## src/design/fde_pkg.sv

```systemverilog
package fde_pkg;

  localparam int SAMPLE_W = 16;
  localparam int DEPTH    = 32768;
  localparam int ADDR_W   = $clog2(DEPTH);
  localparam int CNT_W    = $clog2(DEPTH + 1);
  localparam int CFG_W    = 15;
  localparam int GAIN_W   = 15;
  localparam int FRAC_W   = 15;
  localparam int PROD_W   = SAMPLE_W + GAIN_W + 1;
  localparam int SUM_W    = SAMPLE_W + 2;
  localparam int REG_N    = 2;
  localparam int IDX_W    = $clog2(REG_N);

  localparam logic [IDX_W-1:0] REG_DELAY = IDX_W'(0);
  localparam logic [IDX_W-1:0] REG_GAIN  = IDX_W'(1);

  localparam logic [ADDR_W-1:0] ADDR_LAST = ADDR_W'(DEPTH - 1);
  localparam logic [CNT_W-1:0]  CNT_FULL  = CNT_W'(DEPTH);

  typedef logic signed [SAMPLE_W-1:0] sample_t;
  typedef logic [ADDR_W-1:0] addr_t;

  typedef struct packed {
    logic  clear;
    addr_t start;
    logic  write;
  } fill_ctl_t;

  function automatic addr_t advance(input addr_t p);
    addr_t r;
    if (p == ADDR_LAST) begin
      r = '0;
    end else begin
      r = p + addr_t'(1);
    end
    return r;
  endfunction

  function automatic sample_t sat(input logic signed [SUM_W-1:0] v);
    logic signed [SUM_W-1:0] hi;
    logic signed [SUM_W-1:0] lo;
    sample_t r;
    hi = SUM_W'((2 ** (SAMPLE_W - 1)) - 1);
    lo = -hi - SUM_W'(1);
    if (v > hi) begin
      r = sample_t'(hi);
    end else if (v < lo) begin
      r = sample_t'(lo);
    end else begin
      r = sample_t'(v);
    end
    return r;
  endfunction

endpackage

```

## src/design/fde_fill.sv

```systemverilog
module fde_fill (
  input  logic              clk,
  input  logic              rst,
  input  fde_pkg::fill_ctl_t ctl,
  input  fde_pkg::addr_t    addr_a,
  input  fde_pkg::addr_t    addr_b,
  output logic              valid_a,
  output logic              valid_b
);

  import fde_pkg::*;

  addr_t            start;
  logic [CNT_W-1:0] count;

  // entries written since the last clear form one run starting at start
  function automatic logic in_run(input addr_t e, input addr_t s, input logic [CNT_W-1:0] n);
    logic [ADDR_W:0] diff;
    logic [ADDR_W:0] span;
    diff = {1'b0, e} - {1'b0, s};
    if (diff[ADDR_W]) begin
      span = diff + (ADDR_W + 1)'(DEPTH);
    end else begin
      span = diff;
    end
    return CNT_W'(span) < n;
  endfunction

  always_ff @(posedge clk) begin
    if (rst) begin
      start <= advance('0);
      count <= '0;
    end else if (ctl.clear) begin
      start <= ctl.start;
      count <= '0;
    end else if (ctl.write && count != CNT_FULL) begin
      count <= count + CNT_W'(1);
    end
  end

  assign valid_a = in_run(addr_a, start, count);
  assign valid_b = in_run(addr_b, start, count);

endmodule

```

## config.mk

```make
export PLATFORM = sky130hd
export DESIGN_NAME = fde_fill
export DESIGN_NICKNAME = d
export VERILOG_FILES = /design/src/design/fde_pkg.sv /design/src/design/fde_fill.sv
export SDC_FILE = /design/constraint.sdc
export NUM_CORES = 1
export LEC_CHECK = 0
export ABC_CLOCK_PERIOD_IN_PS = 4540
export BUFFER_PORTS_ARGS = -buffer_cell sky130_fd_sc_hd__buf_2
export CAP_MARGIN = 20
export CORE_ASPECT_RATIO = 1.1
export CORE_MARGIN = 2
export CORE_UTILIZATION = 45
export CTS_BUF_LIST = sky130_fd_sc_hd__clkbuf_8
export CTS_CLUSTER_DIAMETER = 30
export DETAILED_ROUTE_END_ITERATION = 10
export GPL_ROUTABILITY_DRIVEN = 0
export HOLD_SLACK_MARGIN = 0.15
export PLACE_DENSITY = 0.65
export SYNTH_ARGS = -nofsm -noshare
export SYNTH_HDL_FRONTEND = slang
export SYNTH_SLANG_ARGS = --single-unit
```

## constraint.sdc

```tcl
create_clock -name clk -period 4.54 [get_ports clk]
set_input_delay 0.908 -clock clk [delete_from_list [all_inputs] [get_ports clk]]
set_output_delay 0.908 -clock clk [all_outputs]
set_load 0.02 [all_outputs]
```

# After elaboration in Yosys (flattened, before gate mapping)
# Index checks and enable logic that the tools add are counted.
dict set report classes {
  n_mux 2
  n_eq_ne 1
  order_cmp 2
  n_reduce_logical 2
  addsub 5
}
# operator count
set ops {}
lappend ops {{16-bit adder (second input constant)} 2}
lappend ops {{16-bit < comparator} 2}
lappend ops {{16-bit 2-to-1 mux} 2}
lappend ops {{15-bit by 15-bit subtractor with 16-bit output} 2}
lappend ops {{16-bit by 1-bit adder with 16-bit output (second input constant)} 1}
lappend ops {{16-bit inequality test (second input constant)} 1}
lappend ops {{2-bit OR reduction} 1}
lappend ops {{1-bit logical AND} 1}
dict set report word_totals {
  regBits 31
  word_cells 14
  output_inout_bits 2
  input_bits 49
}

# Depth between registers and ports, before layout
dict set report logic_depth {
  word_depth 4
  mapped_depth 14
}

# Least setup slack after synthesis
# No wires, ideal clock.
dict set report synth_path {
  path_kind {input -> output}
  from {input port addr_a[0]}
  to {output port valid_a}
  slack_ps 248
  stages 14
  arrival_time_ps 3384
  cell_sequence {inv_1 ha_1 fa_1 nor2b_1 o211ai_1 a211o_1 nand2_1 xor2_1 ha_1 nand2_1 o21ai_0 nor4_1 o21ai_0 a21oi_1}
}
dict set report synth_between {
  elab_chain_cells 4
}
# item line
set synth_rtl {}
lappend synth_rtl {{start, declared} fde_fill.sv:5} ;# input fde_pkg::addr_t addr_a,
lappend synth_rtl {{15-bit by 15-bit subtractor with 16-bit output (*)} fde_fill.sv:20} ;# diff = {1'b0, e} - {1'b0, s};
lappend synth_rtl {{16-bit adder} fde_fill.sv:22} ;# span = diff + (ADDR_W + 1)'(DEPTH);
lappend synth_rtl {{16-bit 2-to-1 mux (*)} fde_fill.sv:21} ;# if (diff[ADDR_W]) begin
lappend synth_rtl {{16-bit < comparator (*)} fde_fill.sv:26} ;# return CNT_W'(span) < n;
lappend synth_rtl {{end, declared} fde_fill.sv:7} ;# output logic valid_a,
# Every way passes the cells marked *; elsewhere a longest branch is shown, timed or not.

# Final worst setup path
dict set report layout_path {
  from {input port addr_a[1]}
  to {output port valid_a}
}
# The elaborated chain is that of the path after synthesis.

==> flow_summary_export.csv <==
group,metric,value,unit
outcome,status,"finished clean",
drt,wl_per_cell,13.9,um
drt,drt_wl_total,8270,um
sta,hold_viol_final,0,
place,dp_cells,587,
final_layout,final_util,54.0,%
final_layout,nNetsFinal,598,
cts,cts_buffer_depth,2,
cts,cts_tree,"yes",
cts,cts.repair.resized,0,
synth,ys_warn_count,0,
global_route,grt_pass1_vias,3125,
sta,setup_viol,0,
final_layout,fillCellCount,730,
final_layout,antennaDiodeCount,0,
global_route,antenna_found_initial,0,
die,dieWidth,87.7,um
die,io-pin-count,51,
synth,ys_ff_latch,31,
drt,antenna_left,0,
place,place_area,3880,um2
die,start_util,46.4,%
job,cap_viol_max_count,0,
final_layout,stdcell_area,4030,um2
power_and_ir_drop,sw_frac_of_total,37.1,%
power_and_ir_drop,leakage,1.66,nW
die,core_region_area,7470,um2
final_layout,finalNonFillerCells,595,
place,dp_hpwl,6830,um
synth,syn_inst,431,
worst_setup_path,cp_max_fo,3,
power_and_ir_drop,peakVddDrop,0.133,mV
worst_setup_path,path_class,"in2out",
final_layout,final_layout_size_suffix_gt1_share,19.8,%
drt,vias_per_cell,5.44,
drt,drt_iter0_drc,104,
cts,numCtsBuffers,5,
sta,layout_worst_path_cycle_share,98.0,%
power_and_ir_drop,comb_power_share,47.9,%
cts,cts-root-buf,"clkbuf_8",
cts,cts.hold.buffers_added,0,
global_route,gr-total-overflow,0,
synth,synth_ff_type,"dfxtp_1",
synth,ys_types,53,
global_route,track_usage,20.6,%
sta,relSlewSlack,66.0,%
worst_setup_path,worstPathArrival,3.54,ns
drt,remaining_drc_errors,0,
cts,h-tree-depth,2,
final_layout,syn2layout_area_growth,16.4,%
drt,via_count,3234,
synth,netlist_area,3470,um2
die,die_h,96.0,um
synth,yosysSeqAreaShare,17.9,%
sta,skew,0.00209,ns
place,portBuffers,50,
global_route,grt_max_degree,18,
sta,fin_setup_tns,0,ns
die,die-area,8420,um2
synth,syn_nets,540,
die,num_rows,33,
cts,clkLatencyLatePin,0.29,ns
cts,cts_setup_buffers,0,
hold_path,hold_class,"reg2reg",
power_and_ir_drop,seqPwrFrac,28.1,%
power_and_ir_drop,finalPower,1.02,mW
sta,rsz0062_at_grt,"true",
worst_setup_path,crit_path_end_kind,"output port",
synth,syn_avg_cell_area,8.04,um2
drt,drtPass1Iterations,4,
power_and_ir_drop,p_int,0.642,mW
worst_setup_path,crit_required,3.63,ns
power_and_ir_drop,p_sw,0.379,mW
power_and_ir_drop,powerDensity,253,nW/um2
global_route,grt_pass1_wl,13800,um
power_and_ir_drop,p_clk_share,24.0,%
sta,tightest_slew,0.505,ns
synth,synthArstFlopShare,0,%
worst_setup_path,start_kind,"primary input",
sta,fmax,225,MHz
sta,min_period,4.45,ns
cts,path_clk_slew,0.07,ns
synth,synth_enable_flop_cells,0,
cts,clock_sinks,31,
sta,final_max_slew_viol_count,0,
[per-layer routing]
layer / global-route usage, % / wire length (um) / up-vias
met4: 3.72 / 32 / 0
li1: - / - / 1652
met5: 0 / 0 / -
met2: 38.3 / 4270 / 59
met3: 2.92 / 301 / 2
met1: 25.3 / 3670 / 1521
[final cells by class]
| type | count | area [um2] | share of cell area [%] |
|---|---|---|---|
| inverter | 42 | 158 | 3.91 |
| multi-input combinational | 347 | 2680 | 66.5 |
| clock buffer | 7 | 96.3 | 2.39 |
| sequential | 31 | 621 | 15.4 |
| tap | 105 | 131 | 3.26 |
| timing repair buffer | 62 | 343 | 8.50 |
| clock inverter | 1 | 3.75 | 0.0931 |
[state kept, by name, indices dropped and copies added, names as in the netlist]
signal / flops
count: 16
start: 15
[final timing paths]
path,startpoint,end,slack (ns),depth (start not counted)
min,start[3]$_SDFFE_PP0P_,start[3]$_SDFFE_PP0P_,0.49,2
max,addr_a[1],valid_a,0.09,15
min reg2reg,start[3]$_SDFFE_PP0P_,start[3]$_SDFFE_PP0P_,0.49,2
max reg2reg,count[1]$_SDFFE_PP0P_,count[10]$_SDFFE_PP0P_,2.61,7
[power groups by stage]
stage | clock, mW | combinational (mW) | sequential (mW)
2_1_floorplan | 0 | 0.346 | 0.291
3_3_place_gp | 0 | 0.460 | 0.292
3_5_place_dp | 0 | 0.470 | 0.293
4_1_cts | 0.250 | 0.472 | 0.287
5_1_grt | 0.260 | 0.557 | 0.288
6_report | 0.245 | 0.490 | 0.287
[cells by family after synthesis]
kind of cell | Yosys count | share of synthesized area (%)
flops | 31 | 17.9
compound gates | 106 | 21.4
fa+ha+maj | 60 | 22.1
buf+inv | 53 | 6.14
simple gates | 129 | 18.7
xor+xnor | 37 | 9.35
mux | 15 | 4.33
[critical path: stages]
cell and delay (ns):
buf_2 0.11, ha_1 0.27, nor2b_1 0.14, o31a_1 0.28
o32ai_2 0.26, buf_4 0.18, o21bai_1 0.07, xor2_1 0.16
ha_1 0.33, nand2_1 0.06, o21ai_0 0.08, nor4_1 0.21
o21ai_1 0.13, a21oi_2 0.19, buf_4 0.16
[stage by stage]
step,worst slack [ns],hold WS [ns]
2_1_floorplan,0.248,0.460
3_3_place_gp,0.0469,0.473
3_5_place_dp,0.0127,0.483
4_1_cts,0.00102,0.500
5_1_grt,-0.0797,0.524
6_report,0.0928,0.493
[cells in the mapped netlist (2+ instances only)]
library cell  count  share of area, %
nand2_1          25               2.7
a41o_1            2              0.58
o21bai_1          2              0.43
nor4_2            6               2.2
ha_1             58                21
o22a_1            2              0.51
o211ai_1          4              0.87
xnor2_1          30               7.6
nand4_1           6               1.1
a21boi_1          2              0.43
and3_1            2              0.36
nand3_1           7               1.0
a21oi_1          24               3.5
buf_2             5              0.72
a211o_1           5               1.3
fa_1              2               1.2
nor4_1            3              0.54
nor2_1           52               5.6
a21o_1            7               1.5
mux2i_1          15               4.3
a211oi_1          8               1.7
xor2_1            7               1.8
o221ai_1          2              0.51
nor2b_1           5              0.90
clkbuf_1          5              0.54
o2111ai_1         4               1.0
o21ai_0          22               3.2
o41ai_2           2              0.94
dfxtp_1          31                18
nor3_1           13               1.9
inv_1            42               4.5
o21a_1           10               2.2
[cells in the final DEF (no fill, tap or decap), types with 3 or more instances in the layout]
| cell type | Yosys | routed |
|---|---|---|
| nor2_1 | 52 | 52 |
| o211ai_1 | 4 | 4 |
| xnor2_1 | 30 | 30 |
| a21oi_2 | 1 | 4 |
| a211oi_1 | 8 | 7 |
| nand3_1 | 7 | 7 |
| clkbuf_8 | 0 | 7 |
| a21oi_1 | 24 | 21 |
| nand2_1 | 25 | 25 |
| nor4_1 | 3 | 3 |
| buf_4 | 0 | 13 |
| buf_2 | 5 | 49 |
| a21o_1 | 7 | 7 |
| nand4_1 | 6 | 6 |
| dfxtp_1 | 31 | 31 |
| nor3_1 | 13 | 12 |
| o2111ai_1 | 4 | 3 |
| inv_1 | 42 | 43 |
| a211o_1 | 5 | 5 |
| o21ai_1 | 1 | 3 |
| xor2_1 | 7 | 7 |
| nor4_2 | 6 | 6 |
| mux2i_1 | 15 | 15 |
| ha_1 | 58 | 57 |
| o21a_1 | 10 | 10 |
| nor2b_1 | 5 | 3 |
| o21ai_0 | 22 | 20 |
(Power assumes the default switching activity.)
